--- src/rtl/csl_pkg.sv ---
// types, constants and helpers shared by the character stream lexer
package csl_pkg;

  localparam int unsigned OFFSET_BITS_DEF = 24;
  localparam int unsigned OFF_OUT_W       = 24;
  localparam int unsigned FIELD_W         = 16;

  localparam logic [7:0] CH_NL  = 8'h0A;
  localparam logic [7:0] CH_SP  = 8'h20;
  localparam logic [7:0] CH_US  = 8'h5F;
  localparam logic [7:0] CH_SEMI = 8'h3B;
  localparam logic [7:0] CH_COMMA = 8'h2C;
  localparam logic [7:0] CH_DOT = 8'h2E;
  localparam logic [7:0] CH_LBRACE = 8'h7B;
  localparam logic [7:0] CH_RBRACE = 8'h7D;
  localparam logic [7:0] CH_LBRACK = 8'h5B;
  localparam logic [7:0] CH_RBRACK = 8'h5D;
  localparam logic [7:0] CH_LPAREN = 8'h28;
  localparam logic [7:0] CH_RPAREN = 8'h29;

  typedef enum logic [3:0] {
    KIND_EOF    = 4'd0,
    KIND_NUM    = 4'd1,
    KIND_IDENT  = 4'd2,
    KIND_SEMI   = 4'd3,
    KIND_COMMA  = 4'd4,
    KIND_DOT    = 4'd5,
    KIND_LBRACE = 4'd6,
    KIND_RBRACE = 4'd7,
    KIND_LBRACK = 4'd8,
    KIND_RBRACK = 4'd9,
    KIND_LPAREN = 4'd10,
    KIND_RPAREN = 4'd11,
    KIND_ERR    = 4'd12
  } kind_e;

  typedef enum logic [3:0] {
    MODE_IDLE  = 4'b0001,
    MODE_NUM   = 4'b0010,
    MODE_IDENT = 4'b0100,
    MODE_ERR   = 4'b1000
  } mode_e;

  typedef struct packed {
    kind_e                  kind;
    logic [OFF_OUT_W-1:0]   start_offset;
    logic [FIELD_W-1:0]     token_length;
    logic [FIELD_W-1:0]     line_number;
    logic [FIELD_W-1:0]     column_number;
    logic                   last_of_run;
  } tok_t;

  function automatic logic [FIELD_W-1:0] sat_inc(input logic [FIELD_W-1:0] v);
    sat_inc = (v == '1) ? v : v + FIELD_W'(1);
  endfunction

  function automatic logic is_dec_char(input logic [7:0] c);
    is_dec_char = (c >= 8'h30) && (c <= 8'h39);
  endfunction

  function automatic logic is_letter(input logic [7:0] c);
    is_letter = ((c >= 8'h61) && (c <= 8'h7A)) || ((c >= 8'h41) && (c <= 8'h5A));
  endfunction

  // KIND_EOF means the byte is not a punctuation mark
  function automatic kind_e mark_kind(input logic [7:0] c);
    unique case (c)
      CH_SEMI:   mark_kind = KIND_SEMI;
      CH_COMMA:  mark_kind = KIND_COMMA;
      CH_DOT:    mark_kind = KIND_DOT;
      CH_LBRACE: mark_kind = KIND_LBRACE;
      CH_RBRACE: mark_kind = KIND_RBRACE;
      CH_LBRACK: mark_kind = KIND_LBRACK;
      CH_RBRACK: mark_kind = KIND_RBRACK;
      CH_LPAREN: mark_kind = KIND_LPAREN;
      CH_RPAREN: mark_kind = KIND_RPAREN;
      default:   mark_kind = KIND_EOF;
    endcase
  endfunction

endpackage

--- src/rtl/char_stream_lexer_top.sv ---
// character stream lexer: one text byte per transfer in, tokens out
//
// Input channel s_axis: tdata carries one text byte, tlast marks end of
// text (the byte is then ignored). Output channel m_axis: one token per
// transfer, kind in tuser, position fields in tdata, tlast set on the
// final token caused by one input transfer.
// Scanner state is held in registers and updated by short logic in the
// cycle an input transfer is accepted; its tokens (zero, one or two) go
// into a three-entry result queue, whose head entry drives m_axis.
// Throughput: one input transfer per cycle while the receiver keeps up;
// a byte that ends a run and is itself a mark or an unhandled byte, and
// end of text after an open run, give two tokens and so take two output
// transfers. The queue lets an input transfer in while one token still
// waits; the input stalls when two tokens are queued and none leaves,
// and whenever three are queued.
// Reset puts the scanner at line 1, column 0, offset 0 with no open run
// and empties the queue; end of text restarts the scanner the same way
// after its end-of-file token but keeps the queue, so the next text may follow.
// When the receiver stalls, the head token holds on m_axis.
module char_stream_lexer_top #(
  parameter int unsigned OffsetBits = csl_pkg::OFFSET_BITS_DEF
) (
  input  logic                         clk_i,
  input  logic                         rst_ni,
  input  logic                         s_axis_tvalid,
  output logic                         s_axis_tready,
  input  logic [7:0]                   s_axis_tdata,   // ch
  input  logic                         s_axis_tlast,   // end_of_text
  output logic                         m_axis_tvalid,
  input  logic                         m_axis_tready,
  // start_offset[23:0], token_length[39:24], line_number[55:40],
  // column_number[71:56]
  output logic [71:0]                  m_axis_tdata,
  output csl_pkg::kind_e               m_axis_tuser,   // kind
  output logic                         m_axis_tlast    // last_of_run
);
  import csl_pkg::*;

  localparam int unsigned ExtW = (OffsetBits > OFF_OUT_W) ? OffsetBits : OFF_OUT_W;

  mode_e                  mode_q, mode_d;
  logic [OffsetBits-1:0]  run_start_q, run_start_d;
  logic [FIELD_W-1:0]     run_len_q, run_len_d;
  logic [FIELD_W-1:0]     run_col_q, run_col_d;
  logic [FIELD_W-1:0]     line_q, line_d;
  logic [FIELD_W-1:0]     col_q, col_d;
  logic [OffsetBits-1:0]  pos_q, pos_d;

  tok_t                   q_q [3];
  tok_t                   q_d [3];
  logic [1:0]             cnt_q, cnt_d;
  logic [1:0]             base;

  logic                   s_acc, pop;
  logic                   in_run, cont, word_ch;
  logic                   a_vld, b_vld;
  tok_t                   tok_a, tok_b;
  kind_e                  mk;
  logic [ExtW-1:0]        pos_ext, start_ext;

  assign s_acc   = s_axis_tvalid && s_axis_tready;
  assign pop     = m_axis_tvalid && m_axis_tready;
  assign pos_ext   = ExtW'(pos_q);
  assign start_ext = ExtW'(run_start_q);
  assign mk      = mark_kind(s_axis_tdata);
  assign word_ch = is_dec_char(s_axis_tdata) || is_letter(s_axis_tdata) ||
                   (s_axis_tdata == CH_US);

  always_comb begin
    in_run = 1'b0;
    cont   = 1'b0;
    unique case (mode_q)
      MODE_NUM: begin
        in_run = 1'b1;
        cont   = !s_axis_tlast && (is_dec_char(s_axis_tdata) || s_axis_tdata == CH_US);
      end
      MODE_IDENT: begin
        in_run = 1'b1;
        cont   = !s_axis_tlast && word_ch;
      end
      MODE_IDLE, MODE_ERR: begin
        in_run = 1'b0;
      end
      default: begin
        in_run = 1'b0;
      end
    endcase
  end

  // scanner next state and the tokens of the accepted byte
  always_comb begin
    mode_d      = mode_q;
    run_start_d = run_start_q;
    run_len_d   = run_len_q;
    run_col_d   = run_col_q;
    line_d      = line_q;
    col_d       = col_q;
    pos_d       = pos_q;
    a_vld       = 1'b0;
    b_vld       = 1'b0;
    tok_a       = '0;
    tok_b       = '0;
    if (s_acc) begin
      if (in_run && cont) begin
        run_len_d = sat_inc(run_len_q);
        pos_d     = pos_q + OffsetBits'(1);
        col_d     = sat_inc(col_q);
      end else begin
        if (in_run) begin
          a_vld               = 1'b1;
          tok_a.kind          = (mode_q == MODE_NUM) ? KIND_NUM : KIND_IDENT;
          tok_a.start_offset  = start_ext[OFF_OUT_W-1:0];
          tok_a.token_length  = run_len_q;
          tok_a.line_number   = line_q;
          tok_a.column_number = run_col_q;
          mode_d              = MODE_IDLE;
        end
        if (s_axis_tlast) begin
          b_vld               = 1'b1;
          tok_b.kind          = KIND_EOF;
          tok_b.start_offset  = pos_ext[OFF_OUT_W-1:0];
          tok_b.token_length  = '0;
          tok_b.line_number   = line_q;
          tok_b.column_number = col_q;
          mode_d              = MODE_IDLE;
          run_start_d         = '0;
          run_len_d           = '0;
          run_col_d           = '0;
          line_d              = FIELD_W'(1);
          col_d               = '0;
          pos_d               = '0;
        end else if (mode_q == MODE_ERR) begin
          // skipping to end of text
          mode_d = MODE_ERR;
        end else if (s_axis_tdata == CH_NL) begin
          pos_d  = pos_q + OffsetBits'(1);
          line_d = sat_inc(line_q);
          col_d  = '0;
        end else if (s_axis_tdata == CH_SP) begin
          pos_d = pos_q + OffsetBits'(1);
          col_d = sat_inc(col_q);
        end else if (word_ch) begin
          mode_d      = is_dec_char(s_axis_tdata) ? MODE_NUM : MODE_IDENT;
          run_start_d = pos_q;
          run_len_d   = FIELD_W'(1);
          run_col_d   = col_q;
          pos_d       = pos_q + OffsetBits'(1);
          col_d       = sat_inc(col_q);
        end else begin
          b_vld               = 1'b1;
          tok_b.start_offset  = pos_ext[OFF_OUT_W-1:0];
          tok_b.token_length  = FIELD_W'(1);
          tok_b.line_number   = line_q;
          tok_b.column_number = col_q;
          if (mk != KIND_EOF) begin
            tok_b.kind = mk;
            pos_d      = pos_q + OffsetBits'(1);
            col_d      = sat_inc(col_q);
          end else begin
            tok_b.kind = KIND_ERR;
            mode_d     = MODE_ERR;
          end
        end
      end
    end
    tok_a.last_of_run = !b_vld;
    tok_b.last_of_run = 1'b1;
  end

  // result queue: head at entry 0, shifts down on each output transfer
  always_comb begin
    q_d = q_q;
    if (pop) begin
      q_d[0] = q_q[1];
      q_d[1] = q_q[2];
    end
    base = cnt_q - {1'b0, pop};
    if (a_vld) begin
      q_d[base] = tok_a;
    end
    if (b_vld) begin
      q_d[base + {1'b0, a_vld}] = tok_b;
    end
    cnt_d = base + {1'b0, a_vld} + {1'b0, b_vld};
  end

  assign s_axis_tready = (cnt_q <= 2'd1) || ((cnt_q == 2'd2) && m_axis_tready);
  assign m_axis_tvalid = (cnt_q != 2'd0);
  assign m_axis_tdata  = {q_q[0].column_number, q_q[0].line_number,
                          q_q[0].token_length, q_q[0].start_offset};
  assign m_axis_tuser  = q_q[0].kind;
  assign m_axis_tlast  = q_q[0].last_of_run;

  always_ff @(posedge clk_i or negedge rst_ni) begin
    if (!rst_ni) begin
      mode_q      <= MODE_IDLE;
      run_start_q <= '0;
      run_len_q   <= '0;
      run_col_q   <= '0;
      line_q      <= FIELD_W'(1);
      col_q       <= '0;
      pos_q       <= '0;
      cnt_q       <= '0;
    end else begin
      mode_q      <= mode_d;
      run_start_q <= run_start_d;
      run_len_q   <= run_len_d;
      run_col_q   <= run_col_d;
      line_q      <= line_d;
      col_q       <= col_d;
      pos_q       <= pos_d;
      cnt_q       <= cnt_d;
    end
  end

  always_ff @(posedge clk_i) begin
    q_q <= q_d;
  end

  a_eot_restarts: assert property (@(posedge clk_i) disable iff (!rst_ni)
    (s_acc && s_axis_tlast) |=> (mode_q == MODE_IDLE && line_q == FIELD_W'(1) &&
                                 col_q == '0 && pos_q == '0))
    else $error("scanner not restarted after end of text");

  a_eof_is_last: assert property (@(posedge clk_i) disable iff (!rst_ni)
    (m_axis_tvalid && m_axis_tuser == KIND_EOF) |-> m_axis_tlast)
    else $error("end-of-file token without tlast");

  a_line_nonzero: assert property (@(posedge clk_i) disable iff (!rst_ni)
    line_q != '0)
    else $error("line count reached zero");

  a_run_len_nonzero: assert property (@(posedge clk_i) disable iff (!rst_ni)
    (mode_q == MODE_NUM || mode_q == MODE_IDENT) |-> (run_len_q != '0))
    else $error("open run with zero length");

endmodule

--- config.mk ---
export PLATFORM = sky130hd
export DESIGN_NAME = char_stream_lexer_top
export DESIGN_NICKNAME = d
export VERILOG_FILES = /design/src/rtl/csl_pkg.sv /design/src/rtl/char_stream_lexer_top.sv
export SDC_FILE = /design/constraint.sdc
export NUM_CORES = 1
export LEC_CHECK = 0
export ABC_AREA = 1
export BUFFER_PORTS_ARGS = -buffer_cell sky130_fd_sc_hd__buf_2
export CORE_ASPECT_RATIO = 0.75
export CORE_MARGIN = 2
export CORE_UTILIZATION = 35
export DETAILED_ROUTE_END_ITERATION = 6
export PLACE_DENSITY = 0.53
export SLEW_MARGIN = 15
export SYNTH_ARGS = -nofsm -noshare
export SYNTH_HDL_FRONTEND = slang
export SYNTH_SLANG_ARGS = --single-unit
--- constraint.sdc ---
create_clock -name clk_i -period 3.6 [get_ports clk_i]
set_input_delay 0.18 -clock clk_i [delete_from_list [all_inputs] [get_ports clk_i]]
set_output_delay 0.18 -clock clk_i [all_outputs]
set_load 0.005 [all_outputs]
### Word-level counts from Yosys, hierarchy flattened

Cells that the tools add are included.

| word-level totals | value |
|---|---|
| bits in registers | 349 |
| output and inout bits | 79 |
| bits of input ports | 13 |
| logic and storage cells | 182 |

| cells by class | value |
|---|---|
| eq/ne operators | 27 |
| bitwise logic cells | 3 |
| $add $sub $neg | 7 |
| $lt $le $gt $ge | 11 |
| mux-type cells | 78 |
| reductions and logical operators | 30 |

Operators with widths:

| kind | number |
|---|---|
| $mux 76 | 7 |
| $bwmux 231 | 2 |
| $mux 231 | 2 |
| $mux 16 | 24 |
| $demux 77 s2 | 2 |
| $mux 24 | 12 |
| $mux 74 | 3 |
| $mux 154 | 1 |
| $mux 77 | 2 |
| $add 16x1->16 const B | 3 |
| $eq 16x16->1 const B | 3 |
| $eq 8x6->1 const B | 6 |
| $eq 8x7->1 const B | 5 |
| $pmux 4 s9 | 1 |
| $mux 4 | 8 |
| $add 24x1->24 const B | 1 |
| $ge 8x7->1 const B | 2 |
| $le 8x7->1 const B | 2 |
| $reduce_and 6->1 | 2 |
| $logic_and 1x1->1 | 11 |
| $mux 1 | 11 |
| $ne 2x2->1 const B | 5 |
| $ne 3x3->1 const B | 3 |
| $eq 8x4->1 const B | 1 |
| other kinds (26) | 37 |

### Longest topological paths before layout

| depth | value |
|---|---|
| depth after elaboration | 18 |
| mapped depth | 19 |
| depth with buffers taken out | 16 |

### Worst setup path after synthesis

Ideal clock, no wire load.

| timing | value |
|---|---|
| path kind | flip-flop to flip-flop |
| from | register cnt_q[1] |
| to | register q_q[103] in the netlist's numbering |
| buffers on the path | 4 |
| cell stages (with the launch flop) | 19 |
| arrival time | 3081 ps |
| clock period less this slack | 3198 ps |
| setup time | 117 ps |
| path slack | 402 ps |
| required time | 3483 ps |
| cells stage by stage | dfrtp_1 inv_1 nand2_1 nand2_1 buf_2 inv_1 clkbuf_1 buf_1 ha_1 inv_1 ha_1 inv_1 nor2_1 nand2_8 nand2_8 inv_4 buf_6 nand2_1 o21ai_2 |

RTL lines:

| element | RTL line | RTL |
|---|---|---|
| start: declaration | char_stream_lexer_top.sv:51 | `logic [1:0] cnt_q, cnt_d;` |
| start signal: assignment | char_stream_lexer_top.sv:212 | `cnt_q <= cnt_d;` |
| end signal: assignment | char_stream_lexer_top.sv:217 | `q_q <= q_d;` |
| end: declaration | char_stream_lexer_top.sv:49 | `tok_t q_q [3];` |

==> impl_metrics.ini <==
[power_and_ir_drop]
p_leak_uw = 0.0102
pwr_density_cell_nw_per_um2 = 766
ir_drop_mv = 0.599
total_power_uw = 16300

[setup_path]
crit-reg2reg-capture = q_q[77]
r2r_slack_ps = 340
startpoint_type = flop
path_class = reg -> reg
ff2ff_path_depth = 14
critical_path_required_ps = 4090
crit_slowest_cell = ha_1
crit_top_cell = inv_1
critPathCaptureType = flop
reg2reg_from = cnt_q[1]
crit_path_max_fanout = 29
max_stage_delay_ps = 420
crit_chain = inv_1 > nand2_1 > nand2_4 > inv_4 > ha_1 > inv_1 > ha_1 > inv_1 > nor2_1 > nand2_8 > inv_4 > buf_12 > a21oi_1 > o21ai_0
arrival_ps = 3750

[placed_design]
portBuffers = 91
dp_slack_ps = 336
placed_area_um2 = 20000
place_congestion = 0.863
dp.final_hpwl_mm = 36.0

[route]
post-route-drc-count = 0
routed_wl_mm = 59.6
drt_iter0_drc = 1362
wire_per_inst_um = 16.6
detail-route-antenna-nets = 0
viasPerCell = 5.04
detail_route.first_pass.iterations = 5
via_count = 18075

[timing]
drv_slew = 0
tns_ps = 0
fin_crit_sh_pct = 90.5
fin_skew_ps = 22.0
worst_pin_slew_ps = 1080
min_period_ps = 3260
finalHoldViolations = 0
finalSetupViolations = 0
finalWorstSetupSlack_ps = 342
fmax_mhz = 307
maxSlewHeadroom_pct = 27.8
rsz0062_at_grt = no

[global_route]
grt_overflow = 0
grt_max_degree = 86
grt_first_pass_wirelength_mm = 95.8
grt_pass1_vias = 17131
antenna_found_initial = 0
grt_use_total_pct = 20.4

[floorplan]
die_y_um = 210
coreArea_um2 = 55900
std_cell_rows = 75
io_pins = 92
die-area_um2 = 58500
start_util_pct = 35.4
die_w_um = 279

[final_layout]
nNetsFinal = 2844
final_layout_size_suffix_gt1_share_pct = 8.89
area_growth_pct = 7.23
num-fill-cells = 5977
final_cell_mix = nand2_1, inv_1, nor2_1, dfxtp_1, o21ai_0
diodes = 0
layout_commonest_cell = nand2_1
final_cell_area_um2 = 21200

[cts]
post_cts_resized = 0
clk_pin_slew_ps = 60
cts_setup_buffers = 0
numCtsBuffers = 40
cts.sink_count = 349
h-tree-depth = 2
cts_root_buffer = clkbuf_16
cts.path.max_buffers = 3
cts_tree = yes
clock_latency_ps = 570
cts_hold_buf = 1

[synth]
netlist_area_um2 = 19800
synth.distinct_cells = 47
ys.flop_type = dfxtp_1
async_flop_share_pct = 33.8
ys_seq_area_share_pct = 38.3
yosys_warnings = 0
synthCells = 2938
syn_nets = 2958
yosys_register_bits = 349
synth_edf_count = 0
syn_avg_cell_area_um2 = 6.74

[run_status]
status = finished clean

[job]
maxCapViolCount = 0

[hold_path]
hold_path_class = in -> async
## worst max-delay path by stage
stage / from / endpoint / slack [ps] / depth (start not counted)
6_report: cnt_q[1] / q_q[77] / 340 / 14
5_1_grt: cnt_q[1] / m_axis_tdata[2] / 120 / 14
4_1_cts: cnt_q[1] / m_axis_tdata[64] / 340 / 14
3_5_place_dp: s_axis_tdata[7] / m_axis_tdata[67] / 340 / 17
3_3_place_gp: cnt_q[1] / m_axis_tuser[2] / 420 / 13
2_1_floorplan: cnt_q[1] / q_q[103] / 400 / 18
## cells in the mapped netlist (2+ instances only)
library cell / instances / area share [%]
nor3_1: 19 / 0.48
inv_2: 10 / 0.19
a21oi_1: 79 / 2.0
clkbuf_1: 90 / 1.7
a31oi_1: 2 / 0.063
nand4_1: 92 / 2.9
nor2_4: 3 / 0.17
nand2_4: 3 / 0.17
inv_1: 290 / 5.5
buf_8: 2 / 0.15
nand2_8: 2 / 0.20
or2_2: 2 / 0.063
o21ai_0: 203 / 5.1
o21bai_1: 73 / 2.8
xnor2_1: 9 / 0.40
mux2i_1: 16 / 0.81
ha_1: 7 / 0.44
nand2_2: 5 / 0.16
buf_4: 89 / 3.4
dfrtp_1: 116 / 15
buf_2: 82 / 2.1
inv_4: 3 / 0.095
nand3_4: 3 / 0.27
dfstp_2: 2 / 0.27
nand3b_1: 4 / 0.15
nand3_2: 4 / 0.20
xor2_1: 47 / 2.1
buf_6: 5 / 0.28
nor3b_1: 2 / 0.076
o21ai_2: 10 / 0.44
nor2_2: 4 / 0.13
nand3_1: 173 / 4.4
dfxtp_1: 231 / 23
nor4_1: 12 / 0.38
o21ai_1: 55 / 1.4
buf_1: 17 / 0.32
nand4_4: 4 / 0.43
nor2_1: 284 / 5.4
nand2_1: 876 / 17
## final cells by class
cell class	instances	area, um2	area share [%]
multi-input combinational	1998	9520	44.8
sequential	349	7580	35.7
inverter	305	1160	5.45
clock buffer	59	1140	5.39
tap	731	915	4.31
timing repair buffer	130	803	3.78
clock inverter	15	114	0.536
## through the flow
step,hold WS [ps],util [%],std cells
2_1_floorplan,-116,-,2938
3_3_place_gp,210,35.7,3512
3_5_place_dp,211,35.7,3512
4_1_cts,149,38.0,3587
5_1_grt,204,38.0,3587
6_report,166,38.0,3587
## logic make-up after synthesis
family,synth area share (%)
compound gates,11.9
fa+ha+maj,0.442
simple gates,32.3
flops,38.3
mux,0.809
xor+xnor,2.56
buf+inv,13.8
## power by group
part | leakage [uW] | switching [uW] | total (uW) | internal, uW
combinational | 0.00604 | 4090 | 6210 | 2120
sequential | 0.00355 | 772 | 6040 | 5260
clock | 0.000624 | 1740 | 4030 | 2290
## routing by layer
metal  GRT usage [%]  wire, um
met4            5.49      1120
met2            30.7     24700
met3            2.58      3510
met1            30.5     30300
met5               0         0
## state kept, by name, indices dropped and copies added (netlist names)
signal        cells
run_len_q        16
line_q           16
q_q             154
pos_ext          24
run_start_q      24
m_axis_tuser      4
mode_q            4
cnt_q             2
m_axis_tlast      1
col_q            16
m_axis_tdata     72
run_col_q        16
## critical path: cells and delay by family (launching register included)
family | cells | cell delay [ps]
buffers and inverters | 6 | 1040
adder cells (fa/ha/maj) | 2 | 810
AND/OR/NAND/NOR | 4 | 720
flip-flops | 1 | 400
AO/OA/AOI/OAI | 2 | 180
No activity file was read; power rests on OpenSTA's default activity.
